File: config.mk
export PLATFORM = sky130hd
export DESIGN_NAME = hsv_to_rgb_convert_flat
export DESIGN_NICKNAME = d
export VERILOG_FILES = /design/src/rtl/hsv2rgb_pkg.sv /design/src/rtl/hsv2rgb_hsv_if.sv /design/src/rtl/hsv2rgb_rgb_if.sv /design/src/rtl/hsv2rgb_hue_stage.sv /design/src/rtl/hsv2rgb_weight_stage.sv /design/src/rtl/hsv2rgb_mult_stage.sv /design/src/rtl/hsv2rgb_scale_stage.sv /design/src/rtl/hsv2rgb_to_rgb_convert.sv /design/src/flat_wrapper.sv
export SDC_FILE = /design/constraint.sdc
export NUM_CORES = 2
export LEC_CHECK = 0
export BUFFER_PORTS_ARGS = -buffer_cell sky130_fd_sc_hd__buf_2
export CORE_MARGIN = 8
export CORE_UTILIZATION = 30
export DETAILED_ROUTE_END_ITERATION = 8
export PLACE_DENSITY = 0.51
export SLEW_MARGIN = 15
export SYNTH_ARGS = -nofsm -noshare
export SYNTH_HDL_FRONTEND = slang
export SYNTH_SLANG_ARGS = --single-unit
File: constraint.sdc
create_clock -name clk -period 12.25 [get_ports clk]
set_clock_uncertainty 0.1 [all_clocks]
set_input_delay 2.45 -clock clk [delete_from_list [all_inputs] [get_ports clk]]
set_output_delay 2.45 -clock clk [all_outputs]
set_load 0.02 [all_outputs]
File: src/rtl/hsv2rgb_pkg.sv
`default_nettype none
package hsv2rgb_pkg;

    localparam int HUE_W  = 15;
    localparam int FRAC_W = 16;
    localparam int CH_W   = 8;
    localparam int SPAN_W = 12;
    localparam int WT_W   = 27;
    localparam int PROD_W = 42;
    localparam int SUM_W  = PROD_W + 4;

    localparam logic [HUE_W-1:0]  HUE_MAX      = 15'd23040;
    localparam logic [HUE_W-1:0]  SECTOR_UNITS = 15'd3840;
    localparam logic [FRAC_W-1:0] Q15_ONE      = 16'd32768;
    // 1.0 in the weight scale: 2^15 * 3840
    localparam logic [WT_W:0]     WT_FULL      = 28'd125829120;

    typedef enum logic [2:0] {
        SEC_RED_YEL = 3'd0,
        SEC_YEL_GRN = 3'd1,
        SEC_GRN_CYN = 3'd2,
        SEC_CYN_BLU = 3'd3,
        SEC_BLU_MAG = 3'd4,
        SEC_MAG_RED = 3'd5,
        SEC_WRAP    = 3'd6
    } sector_t;

    typedef struct packed {
        sector_t             sector;
        logic [SPAN_W-1:0]   span;
        logic [FRAC_W-1:0]   sat;
        logic [FRAC_W-1:0]   val;
    } hue_data_t;

    typedef struct packed {
        sector_t             sector;
        logic [FRAC_W-1:0]   val;
        logic [WT_W-1:0]     wt_x;
        logic [WT_W-1:0]     wt_zero;
    } wt_data_t;

    typedef struct packed {
        logic [PROD_W-1:0]   prod_r;
        logic [PROD_W-1:0]   prod_g;
        logic [PROD_W-1:0]   prod_b;
    } prod_data_t;

endpackage
`default_nettype wire

File: src/rtl/hsv2rgb_hsv_if.sv
`default_nettype none
interface hsv2rgb_hsv_if;
    logic                              valid;
    logic                              ready;
    logic [hsv2rgb_pkg::HUE_W-1:0]     hue;
    logic [hsv2rgb_pkg::FRAC_W-1:0]    saturation;
    logic [hsv2rgb_pkg::FRAC_W-1:0]    brightness;

    modport source (output valid, hue, saturation, brightness, input ready);
    modport sink   (input valid, hue, saturation, brightness, output ready);
endinterface
`default_nettype wire

File: src/rtl/hsv2rgb_rgb_if.sv
`default_nettype none
interface hsv2rgb_rgb_if;
    logic                            valid;
    logic                            ready;
    logic [hsv2rgb_pkg::CH_W-1:0]    red;
    logic [hsv2rgb_pkg::CH_W-1:0]    green;
    logic [hsv2rgb_pkg::CH_W-1:0]    blue;

    modport source (output valid, red, green, blue, input ready);
    modport sink   (input valid, red, green, blue, output ready);
endinterface
`default_nettype wire

File: src/rtl/hsv2rgb_hue_stage.sv
`default_nettype none
module hsv2rgb_hue_stage (
    input  wire logic               clk,
    input  wire logic               rst_n,
    hsv2rgb_hsv_if.sink             hsv,
    output logic                    valid,
    input  wire logic               ready,
    output hsv2rgb_pkg::hue_data_t  data
);

    logic                   valid_reg;
    hsv2rgb_pkg::hue_data_t data_reg;
    hsv2rgb_pkg::hue_data_t data_next;
    logic [hsv2rgb_pkg::HUE_W-1:0] hue_sat;
    logic [hsv2rgb_pkg::HUE_W-1:0] pos;

    assign hsv.ready = !valid_reg || ready;
    assign valid     = valid_reg;
    assign data      = data_reg;

    always_comb
    begin
        hue_sat = (hsv.hue > hsv2rgb_pkg::HUE_MAX) ? hsv2rgb_pkg::HUE_MAX : hsv.hue;

        if (hue_sat >= 15'd23040)
            data_next.sector = hsv2rgb_pkg::SEC_WRAP;
        else if (hue_sat >= 15'd19200)
            data_next.sector = hsv2rgb_pkg::SEC_MAG_RED;
        else if (hue_sat >= 15'd15360)
            data_next.sector = hsv2rgb_pkg::SEC_BLU_MAG;
        else if (hue_sat >= 15'd11520)
            data_next.sector = hsv2rgb_pkg::SEC_CYN_BLU;
        else if (hue_sat >= 15'd7680)
            data_next.sector = hsv2rgb_pkg::SEC_GRN_CYN;
        else if (hue_sat >= 15'd3840)
            data_next.sector = hsv2rgb_pkg::SEC_YEL_GRN;
        else
            data_next.sector = hsv2rgb_pkg::SEC_RED_YEL;

        // position within a pair of sectors
        if (hue_sat >= 15'd23040)
            pos = hue_sat - 15'd23040;
        else if (hue_sat >= 15'd15360)
            pos = hue_sat - 15'd15360;
        else if (hue_sat >= 15'd7680)
            pos = hue_sat - 15'd7680;
        else
            pos = hue_sat;

        if (pos >= hsv2rgb_pkg::SECTOR_UNITS)
            data_next.span = hsv2rgb_pkg::SPAN_W'(pos - hsv2rgb_pkg::SECTOR_UNITS);
        else
            data_next.span = hsv2rgb_pkg::SPAN_W'(hsv2rgb_pkg::SECTOR_UNITS - pos);

        data_next.sat = (hsv.saturation > hsv2rgb_pkg::Q15_ONE) ?
                        hsv2rgb_pkg::Q15_ONE : hsv.saturation;
        data_next.val = (hsv.brightness > hsv2rgb_pkg::Q15_ONE) ?
                        hsv2rgb_pkg::Q15_ONE : hsv.brightness;
    end

    always_ff @(posedge clk or negedge rst_n)
    begin
        if (!rst_n)
            valid_reg <= 1'b0;
        else if (hsv.ready)
            valid_reg <= hsv.valid;
    end

    always_ff @(posedge clk)
    begin
        if (hsv.ready && hsv.valid)
            data_reg <= data_next;
    end

endmodule
`default_nettype wire

File: src/rtl/hsv2rgb_weight_stage.sv
`default_nettype none
module hsv2rgb_weight_stage (
    input  wire logic                    clk,
    input  wire logic                    rst_n,
    input  wire logic                    in_valid,
    output logic                         in_ready,
    input  wire hsv2rgb_pkg::hue_data_t  in_data,
    output logic                         valid,
    input  wire logic                    ready,
    output hsv2rgb_pkg::wt_data_t        data
);

    logic                  valid_reg;
    hsv2rgb_pkg::wt_data_t data_reg;
    hsv2rgb_pkg::wt_data_t data_next;
    logic [hsv2rgb_pkg::WT_W:0] sat_span;
    logic [hsv2rgb_pkg::WT_W:0] sat_full;
    logic [hsv2rgb_pkg::WT_W:0] wt_x_full;
    logic [hsv2rgb_pkg::WT_W:0] wt_zero_full;

    assign in_ready = !valid_reg || ready;
    assign valid    = valid_reg;
    assign data     = data_reg;

    // weight of each channel term after adding value minus chroma
    always_comb
    begin
        sat_span     = {12'd0, in_data.sat} * {16'd0, in_data.span};
        sat_full     = {12'd0, in_data.sat} * 28'd3840;
        wt_x_full    = hsv2rgb_pkg::WT_FULL - sat_span;
        wt_zero_full = hsv2rgb_pkg::WT_FULL - sat_full;

        data_next.sector  = in_data.sector;
        data_next.val     = in_data.val;
        data_next.wt_x    = wt_x_full[hsv2rgb_pkg::WT_W-1:0];
        data_next.wt_zero = wt_zero_full[hsv2rgb_pkg::WT_W-1:0];
    end

    always_ff @(posedge clk or negedge rst_n)
    begin
        if (!rst_n)
            valid_reg <= 1'b0;
        else if (in_ready)
            valid_reg <= in_valid;
    end

    always_ff @(posedge clk)
    begin
        if (in_ready && in_valid)
            data_reg <= data_next;
    end

endmodule
`default_nettype wire

File: src/rtl/hsv2rgb_mult_stage.sv
`default_nettype none
module hsv2rgb_mult_stage (
    input  wire logic                   clk,
    input  wire logic                   rst_n,
    input  wire logic                   in_valid,
    output logic                        in_ready,
    input  wire hsv2rgb_pkg::wt_data_t  in_data,
    output logic                        valid,
    input  wire logic                   ready,
    output hsv2rgb_pkg::prod_data_t     data
);

    logic                    valid_reg;
    hsv2rgb_pkg::prod_data_t data_reg;
    hsv2rgb_pkg::prod_data_t data_next;
    logic [hsv2rgb_pkg::WT_W-1:0]   wt_full;
    logic [hsv2rgb_pkg::WT_W-1:0]   wt_r;
    logic [hsv2rgb_pkg::WT_W-1:0]   wt_g;
    logic [hsv2rgb_pkg::WT_W-1:0]   wt_b;
    logic [hsv2rgb_pkg::PROD_W:0]   prod_r;
    logic [hsv2rgb_pkg::PROD_W:0]   prod_g;
    logic [hsv2rgb_pkg::PROD_W:0]   prod_b;

    assign in_ready = !valid_reg || ready;
    assign valid    = valid_reg;
    assign data     = data_reg;

    always_comb
    begin
        wt_full = hsv2rgb_pkg::WT_FULL[hsv2rgb_pkg::WT_W-1:0];

        unique case (in_data.sector)
            hsv2rgb_pkg::SEC_RED_YEL:
            begin
                wt_r = wt_full;         wt_g = in_data.wt_x;    wt_b = in_data.wt_zero;
            end
            hsv2rgb_pkg::SEC_YEL_GRN:
            begin
                wt_r = in_data.wt_x;    wt_g = wt_full;         wt_b = in_data.wt_zero;
            end
            hsv2rgb_pkg::SEC_GRN_CYN:
            begin
                wt_r = in_data.wt_zero; wt_g = wt_full;         wt_b = in_data.wt_x;
            end
            hsv2rgb_pkg::SEC_CYN_BLU:
            begin
                wt_r = in_data.wt_zero; wt_g = in_data.wt_x;    wt_b = wt_full;
            end
            hsv2rgb_pkg::SEC_BLU_MAG:
            begin
                wt_r = in_data.wt_x;    wt_g = in_data.wt_zero; wt_b = wt_full;
            end
            default:
            begin
                // magenta-red sector and the 360 degree wrap
                wt_r = wt_full;         wt_g = in_data.wt_zero; wt_b = in_data.wt_x;
            end
        endcase

        prod_r = {27'd0, in_data.val} * {16'd0, wt_r};
        prod_g = {27'd0, in_data.val} * {16'd0, wt_g};
        prod_b = {27'd0, in_data.val} * {16'd0, wt_b};

        data_next.prod_r = prod_r[hsv2rgb_pkg::PROD_W-1:0];
        data_next.prod_g = prod_g[hsv2rgb_pkg::PROD_W-1:0];
        data_next.prod_b = prod_b[hsv2rgb_pkg::PROD_W-1:0];
    end

    always_ff @(posedge clk or negedge rst_n)
    begin
        if (!rst_n)
            valid_reg <= 1'b0;
        else if (in_ready)
            valid_reg <= in_valid;
    end

    always_ff @(posedge clk)
    begin
        if (in_ready && in_valid)
            data_reg <= data_next;
    end

endmodule
`default_nettype wire

File: src/rtl/hsv2rgb_scale_stage.sv
`default_nettype none
module hsv2rgb_scale_stage (
    input  wire logic                     clk,
    input  wire logic                     rst_n,
    input  wire logic                     in_valid,
    output logic                          in_ready,
    input  wire hsv2rgb_pkg::prod_data_t  in_data,
    hsv2rgb_rgb_if.source                 rgb
);

    logic                          valid_reg;
    logic [hsv2rgb_pkg::CH_W-1:0]  red_reg;
    logic [hsv2rgb_pkg::CH_W-1:0]  green_reg;
    logic [hsv2rgb_pkg::CH_W-1:0]  blue_reg;
    logic [hsv2rgb_pkg::SUM_W-1:0] sum_r;
    logic [hsv2rgb_pkg::SUM_W-1:0] sum_g;
    logic [hsv2rgb_pkg::SUM_W-1:0] sum_b;

    assign in_ready  = !valid_reg || rgb.ready;
    assign rgb.valid = valid_reg;
    assign rgb.red   = red_reg;
    assign rgb.green = green_reg;
    assign rgb.blue  = blue_reg;

    // 255 / (2^30 * 3840) reduces to 17 / 2^38: shift-add then take the top byte
    always_comb
    begin
        sum_r = {in_data.prod_r, 4'd0} + {4'd0, in_data.prod_r};
        sum_g = {in_data.prod_g, 4'd0} + {4'd0, in_data.prod_g};
        sum_b = {in_data.prod_b, 4'd0} + {4'd0, in_data.prod_b};
    end

    always_ff @(posedge clk or negedge rst_n)
    begin
        if (!rst_n)
            valid_reg <= 1'b0;
        else if (in_ready)
            valid_reg <= in_valid;
    end

    always_ff @(posedge clk)
    begin
        if (in_ready && in_valid)
        begin
            red_reg   <= sum_r[45:38];
            green_reg <= sum_g[45:38];
            blue_reg  <= sum_b[45:38];
        end
    end

endmodule
`default_nettype wire

File: src/rtl/hsv2rgb_to_rgb_convert.sv
`default_nettype none
// hsv to rgb pixel converter, four register stages
// throughput: one pixel per clock; stalls back up through per-stage valid/ready
// stages: hue sector decode, weight multiply, value multiply, scale to 8 bits
// reset: rst_n asynchronously clears every stage valid bit; data registers are not reset
module hsv_to_rgb_convert (
    input  wire logic      clk,
    input  wire logic      rst_n,
    hsv2rgb_hsv_if.sink    hsv,
    hsv2rgb_rgb_if.source  rgb
);

    logic                     s1_valid;
    logic                     s1_ready;
    hsv2rgb_pkg::hue_data_t   s1_data;
    logic                     s2_valid;
    logic                     s2_ready;
    hsv2rgb_pkg::wt_data_t    s2_data;
    logic                     s3_valid;
    logic                     s3_ready;
    hsv2rgb_pkg::prod_data_t  s3_data;

    hsv2rgb_hue_stage u_hue (
        .clk   (clk),
        .rst_n (rst_n),
        .hsv   (hsv),
        .valid (s1_valid),
        .ready (s1_ready),
        .data  (s1_data)
    );

    hsv2rgb_weight_stage u_weight (
        .clk      (clk),
        .rst_n    (rst_n),
        .in_valid (s1_valid),
        .in_ready (s1_ready),
        .in_data  (s1_data),
        .valid    (s2_valid),
        .ready    (s2_ready),
        .data     (s2_data)
    );

    hsv2rgb_mult_stage u_mult (
        .clk      (clk),
        .rst_n    (rst_n),
        .in_valid (s2_valid),
        .in_ready (s2_ready),
        .in_data  (s2_data),
        .valid    (s3_valid),
        .ready    (s3_ready),
        .data     (s3_data)
    );

    hsv2rgb_scale_stage u_scale (
        .clk      (clk),
        .rst_n    (rst_n),
        .in_valid (s3_valid),
        .in_ready (s3_ready),
        .in_data  (s3_data),
        .rgb      (rgb)
    );

    // a full pipeline with a stalled output cannot take a new transaction
    assert property (@(posedge clk) disable iff (!rst_n)
        (rgb.valid && !rgb.ready && s1_valid && s2_valid && s3_valid) |-> !hsv.ready)
    else $error("input ready while pipeline full and stalled");

    // an item leaving the first stage lands in the second
    assert property (@(posedge clk) disable iff (!rst_n)
        (s1_valid && s1_ready) |=> s2_valid)
    else $error("item lost between hue and weight stages");

    // output valid only rises after the multiply stage held an item
    assert property (@(posedge clk) disable iff (!rst_n)
        $rose(rgb.valid) |-> $past(s3_valid))
    else $error("output valid without an item in flight");

endmodule
`default_nettype wire
File: src/flat_wrapper.sv
// flat-port wrapper written by rule: the top's interface ports become plain ports
module hsv_to_rgb_convert_flat 
  (clk, rst_n, hsv_valid, hsv_hue, hsv_saturation, hsv_brightness, hsv_ready, rgb_valid, rgb_red, rgb_green, rgb_blue, rgb_ready);
  hsv2rgb_hsv_if hsv_i ();
  hsv2rgb_rgb_if rgb_i ();
  input  wire logic clk;
  input  wire logic rst_n;
  input wire logic [$bits(hsv_i.valid)-1:0] hsv_valid;
  input wire logic [$bits(hsv_i.hue)-1:0] hsv_hue;
  input wire logic [$bits(hsv_i.saturation)-1:0] hsv_saturation;
  input wire logic [$bits(hsv_i.brightness)-1:0] hsv_brightness;
  output wire logic [$bits(hsv_i.ready)-1:0] hsv_ready;
  output wire logic [$bits(rgb_i.valid)-1:0] rgb_valid;
  output wire logic [$bits(rgb_i.red)-1:0] rgb_red;
  output wire logic [$bits(rgb_i.green)-1:0] rgb_green;
  output wire logic [$bits(rgb_i.blue)-1:0] rgb_blue;
  input wire logic [$bits(rgb_i.ready)-1:0] rgb_ready;
  assign hsv_i.valid = hsv_valid;
  assign hsv_i.hue = hsv_hue;
  assign hsv_i.saturation = hsv_saturation;
  assign hsv_i.brightness = hsv_brightness;
  assign hsv_ready = hsv_i.ready;
  assign rgb_valid = rgb_i.valid;
  assign rgb_red = rgb_i.red;
  assign rgb_green = rgb_i.green;
  assign rgb_blue = rgb_i.blue;
  assign rgb_i.ready = rgb_ready;
  hsv_to_rgb_convert u_core (.clk(clk), .rst_n(rst_n), .hsv(hsv_i), .rgb(rgb_i));
endmodule
# Word-level counts from Yosys, hierarchy flattened
# Index checks and enable logic that the tools add are counted.
word_totals:
  register_bits: 274
  in_bits: 51
  out_inout_bits: 26
  elab_cells: 81
classes:
  n_addsub: 10
  multipliers: 5
  n_lt_le_gt_ge: 10
  n_eq_ne: 4
  n_mux: 13
  n_reduce_logical: 20
op_table:
  columns: ["op", "count"]
  rows:
  - ["27-bit case mux with 2 select lines", 3]
  - ["46-bit by 42-bit adder with 46-bit output", 3]
  - ["16-bit by 27-bit multiplier with 42-bit output", 3]
  - ["15-bit two-way mux", 4]
  - ["27-bit subtractor, first input constant", 2]
  - ["16-bit > comparator, second input constant", 2]
  - ["15-bit by 12-bit greater-or-equal comparator with 1-bit output, second input constant", 2]
  - ["15-bit by 14-bit greater-or-equal comparator with 1-bit output, second input constant", 2]
  - ["15-bit greater-or-equal comparator, second input constant", 2]
  - ["16-bit by 12-bit multiplier with 27-bit output", 1]
  - ["16-bit by 4-bit multiplier with 19-bit output, second input constant", 1]
  - ["15-bit by 13-bit greater-or-equal comparator with 1-bit output, second input constant", 1]
  - ["15-bit > comparator, second input constant", 1]
  - ["15-bit by 13-bit subtractor with 15-bit output, second input constant", 1]
  - ["15-bit by 14-bit subtractor with 15-bit output, second input constant", 1]
  - ["15-bit subtractor, second input constant", 1]
  - ["12-bit two-way mux", 1]
  - ["2-bit OR reduction", 6]
  - ["12-bit subtractor, first input constant", 1]
  - ["12-bit subtractor, second input constant", 1]
  - ["2-bit two-way mux", 4]
  - ["3-bit by 2-bit equality test with 1-bit output, second input constant", 2]
  - ["1-bit logical AND", 4]
  - ["1-bit zero test", 4]
  - ["6 further kinds", 9]

# Depth between registers and ports, before layout
depth:
  depth_word: 8
  depth_mapped: 30
  ltp_nobuf: 27

# Cells and area by module
# From an unflattened synthesis, not the netlist that was laid out.
unflattened:
  hier_cells: 6749
  area_unflattened_um2: 62703.9
modules_own_cells:
  columns: ["module", "n_inst", "cells_each", "area_each_um2"]
  rows:
  - ["hsv2rgb_mult_stage", 1, 4934, 44980.6]
  - ["hsv2rgb_weight_stage", 1, 1048, 10433.8]
  - ["hsv2rgb_scale_stage", 1, 516, 4539.4]
  - ["hsv2rgb_hue_stage", 1, 251, 2750.1]

# Worst setup path before layout
# No wires, ideal clock.
synth_path:
  kind: "reg2reg"
  startpoint: "reg u_core.u_weight.data_reg (netlist bit u_core.u_weight.data[70])"
  endpoint: "reg u_core.u_mult.data_reg (netlist bit u_core.u_mult.data[125]) (data pin)"
  arrival_time_ns: 7.469
  slack_ns: 4.421
  path_stages_with_launch: 28
  path_cell_list: "edfxtp_1 > xor2_1 > nor2b_1 > clkbuf_1 > buf_1 > a22o_1 > clkbuf_1 > nand2_1 > fa_1 > inv_1 > fa_1 > inv_1 > fa_1 > fa_1 > fa_1 > fa_1 > inv_1 > ha_1 > o21a_1 > o21ai_0 > nor3_1 > a211o_1 > or4_1 > a21oi_1 > o21ai_1 > a221o_1 > a21oi_1 > xnor2_1"
synth_between:
  elab_chain_len: 4
  word_cells_on_any_way: 8
synth_lines:
  columns: ["element", "line", "source"]
  rows:
  - ["start, declared", "hsv2rgb_weight_stage.sv:14", "hsv2rgb_pkg::wt_data_t data_reg;"]
  - ["start signal, assigned", "hsv2rgb_weight_stage.sv:50", "data_reg <= data_next;"]
  - ["3-bit equality test, or another cell as far along", "hsv2rgb_mult_stage.sv:32", "unique case (in_data.sector)"]
  - ["2-bit OR reduction (no source line)", null, null]
  - ["27-bit case mux with 2 select lines (*)", "hsv2rgb_mult_stage.sv:32", null]
  - ["16-bit by 27-bit multiplier with 42-bit output (*)", "hsv2rgb_mult_stage.sv:60", "prod_r = {27'd0, in_data.val} * {16'd0, wt_r};"]
  - ["via u_core.u_mult.prod_r, one bit", "hsv2rgb_mult_stage.sv:20", "logic [hsv2rgb_pkg::PROD_W:0] prod_r;"]
  - ["end signal, assigned", "hsv2rgb_mult_stage.sv:80", "data_reg <= data_next;"]
  - ["end, declared", "hsv2rgb_mult_stage.sv:14", "hsv2rgb_pkg::prod_data_t data_reg;"]
# The timed path passes the listed nets; every way through them passes the cells marked *.
# A chain may end at the register's enable or synchronous reset.

# Worst setup path after layout
layout_path:
  startpoint: "reg u_core.u_weight.data_reg (netlist bit u_core.u_weight.data[72])"
  endpoint: "reg u_core.u_mult.data_reg (netlist bit u_core.u_mult.data[41]) (data pin)"
layout_between:
  elab_chain_len: 4
  word_cells_on_any_way: 8
layout_lines:
  columns: ["element", "line", "source"]
  rows:
  - ["3-bit equality test, or another cell as far along", "hsv2rgb_mult_stage.sv:32", null]
  - ["2-bit OR reduction (no source line)", null, null]
  - ["27-bit case mux with 2 select lines (*)", "hsv2rgb_mult_stage.sv:32", null]
  - ["16-bit by 27-bit multiplier with 42-bit output (*)", "hsv2rgb_mult_stage.sv:62", "prod_b = {27'd0, in_data.val} * {16'd0, wt_b};"]
  - ["via u_core.u_mult.prod_b, one bit", "hsv2rgb_mult_stage.sv:22", "logic [hsv2rgb_pkg::PROD_W:0] prod_b;"]
# Marks and branches as above.

==> metrics.txt <==
status completed; crit path capture type flop; Sequential Area 7970 um2; DP HPWL around 120000 um; final std cells w/o fill 9173; area occupied by multi-input gates 47400 um2; fmax 0.108 GHz; library cells used by synthesis 86; filler instances between 20000 and 25000; routability congestion estimate 0.834; Post-CTS Setup Bufs 0; CTS H-tree depth 2; most frequent CP cell fa_1; average wire per standard cell 17.9 um; Post-Synthesis Cells 6604; dpl cells 9106; Crit path depth 27; hold path depth 0; largest family of logic cells by synthesized area adder cells; xor-xnor portion of the synthesized cell area 0.0303; Crit Path Class reg -> reg; layout cells sized above 1 0.0370; post-synthesis sequential area ratio 0.129; first-pass GRT wire length ~270000 um; CP max FO 85; Clock Latency Late Sink 640 ps; Setup violations, final 0; FP Rows 166; Die Width between 400 and 500 um; Routed Antenna Nets 0; cell taking the most area after synthesis fa_1; Top delay family on crit path adder cells; Hold Startpoint u_core.u_hue.data[5]; Hold Path Sink u_core.u_weight.data[59]; synth top area cells fa_1 39%, edfxtp_1 13%, ha_1 11%; Synth Cell Area between 60000 and 70000 um2; post-CTS sizing 0; die height 469 um; Startpoint Class flop; Worst slew margin 0.279; post-detailed-routing wire length 165000 um; Required @ worst endpoint 12500 ps; Yosys reg bits 266; TritonCTS clock tree done; Final Critical Period 9290 ps; DRC viols 0; Post-synth EDFFs 262; YS warnings 0; DR vias/cell 4.81; Total GRT Usage 0.149; Area Overhead vs Synth 6.84%; period utilisation layout 0.758; I/O Buffers 76; r2r endpoint u_core.u_mult.data[41]; via count 44200; Top FF cell, synth edfxtp_1; mux cell area share after synthesis 0.000669; r2r setup slk just under 3000 ps; MaxCap Viol Count 0; Root Buffer clkbuf_16; Hold Buf Count CTS 0; total grt overflow 0; nets 8273; crit-path max cell delay 860 ps; Max Root-Sink Buffers 3; top cell type's share of synthesized area 0.393; max reg flops 126; Pins Over Slew Limit 0; syn_nets 8420; Iteration-0 DRC Markers 2555; type of the tightest min-delay check reg -> reg; Simple-Gate Fraction of Synth Area 0.160; clock slew at reported path FFs 60 ps; Clock Sinks 266; Slew @ Worst Pin 1080 ps; Reg-to-Reg Start u_core.u_weight.data[72]; vias in the first global route 47900; core area 205000 um2; die footprint 220000 um2; Final Hold Viols 0; Synth Area in Adders 0.505; compound-cell area share of the yosys netlist 0.0715; TritonCTS buffer count 36; 1st-pass router iterations 5; Top Ports 77; unrepaired setup endpoints after global routing no; CP max stage cell a22o_1; post-synthesis async set-or-reset flop share 0.0150; initial core utilization 0.302; setup_tns 0 ps; initial antenna violation count 3; CP bufs+invs 7; data arrival time of the critical path 9530 ps; worst reg-to-reg path cell count 27; largest net degree at the start of global routing 97; Synth Area per Inst 9.34 um2
-- metal layers --
metal | part of all wire | up-vias | GRT usage
met5 | 0 | - | 0
met2 | 0.47 | 1096 | 0.252
li1 | - | 20100 | -
met4 | 0.028 | 0 | 0.0391
met1 | 0.45 | 22700 | 0.201
met3 | 0.050 | 218 | 0.0184
-- cell families after synthesis --
group / Yosys count
and+or+nand+nor: 2008
adders and majority gates: 1765
buffers and inverters: 1696
AOI/OAI and AO/OA: 654
DFF: 266
xor gates and xnor gates: 211
muxes: 4
-- synth_stat cells, types with 7 or more instances --
cell and count:
o2111ai_1 7, a31oi_1 21, o21a_1 36, and2_1 475, buf_1 18, a21oi_1 178
fa_1 1212, o41ai_1 7, clkbuf_1 302, nand2b_1 26, nor2b_1 55, o21bai_1 18
ha_1 553, nor2_1 128, nand2_1 936, o31ai_1 8, nor3_1 38, o21ai_0 101
a22o_1 45, xor2_1 70, or3_1 11, o211ai_1 11, edfxtp_1 262, a211oi_1 27
nand4_1 23, a21boi_0 9, a21o_1 102, and3_1 220, a311oi_1 8, nor4_1 11
xnor2_1 140, inv_1 1371, nand3_1 56
-- per-stage QoR --
step	cell area, um2	util	hold WS, ps	worst slack (ps)
floorplan	61700	-	300	4420
global placement	64700	0.316	308	3140
detailed placement	64700	0.316	305	3100
CTS	65900	0.322	317	3080
global route	65900	0.322	320	2500
finish	65900	0.322	315	2960
-- cell usage in the layout (no fill, tap or decap), types with 56 or more instances in the layout --
| cell type | netlist | final |
|---|---|---|
| nor2_1 | 128 | 127 |
| ha_1 | 553 | 553 |
| o21ai_0 | 101 | 101 |
| buf_4 | 1 | 62 |
| and3_1 | 220 | 220 |
| nand2_1 | 936 | 936 |
| inv_1 | 1371 | 1371 |
| xnor2_1 | 140 | 140 |
| a21oi_1 | 178 | 171 |
| nand3_1 | 56 | 56 |
| buf_2 | 3 | 76 |
| xor2_1 | 70 | 70 |
| fa_1 | 1212 | 1212 |
| edfxtp_1 | 262 | 262 |
| a21o_1 | 102 | 102 |
| and2_1 | 475 | 472 |
-- how the worst max path moves through the flow --
stage                                   startpoint                 endpoint
after floorplan           u_core.u_weight.data[70]  u_core.u_mult.data[125]
after global placement    u_core.u_weight.data[72]   u_core.u_mult.data[41]
after detailed placement  u_core.u_weight.data[72]   u_core.u_mult.data[41]
after CTS                 u_core.u_weight.data[72]   u_core.u_mult.data[41]
after global routing      u_core.u_weight.data[72]   u_core.u_mult.data[41]
final                     u_core.u_weight.data[72]   u_core.u_mult.data[41]
-- area by class of cell --
cell class / count / area share
tap: 2688 / 0.0510
sequential: 266 / 0.121
timing repair buffer: 140 / 0.0134
clock buffer: 39 / 0.0138
clock inverter: 26 / 0.00359
antenna: 1 / 0.0000380
inverter: 1371 / 0.0781
multi-input combinational: 4642 / 0.719
Power is not shown: default switching activity piles up to over one toggle a cycle in this logic, so the estimate is an artifact.
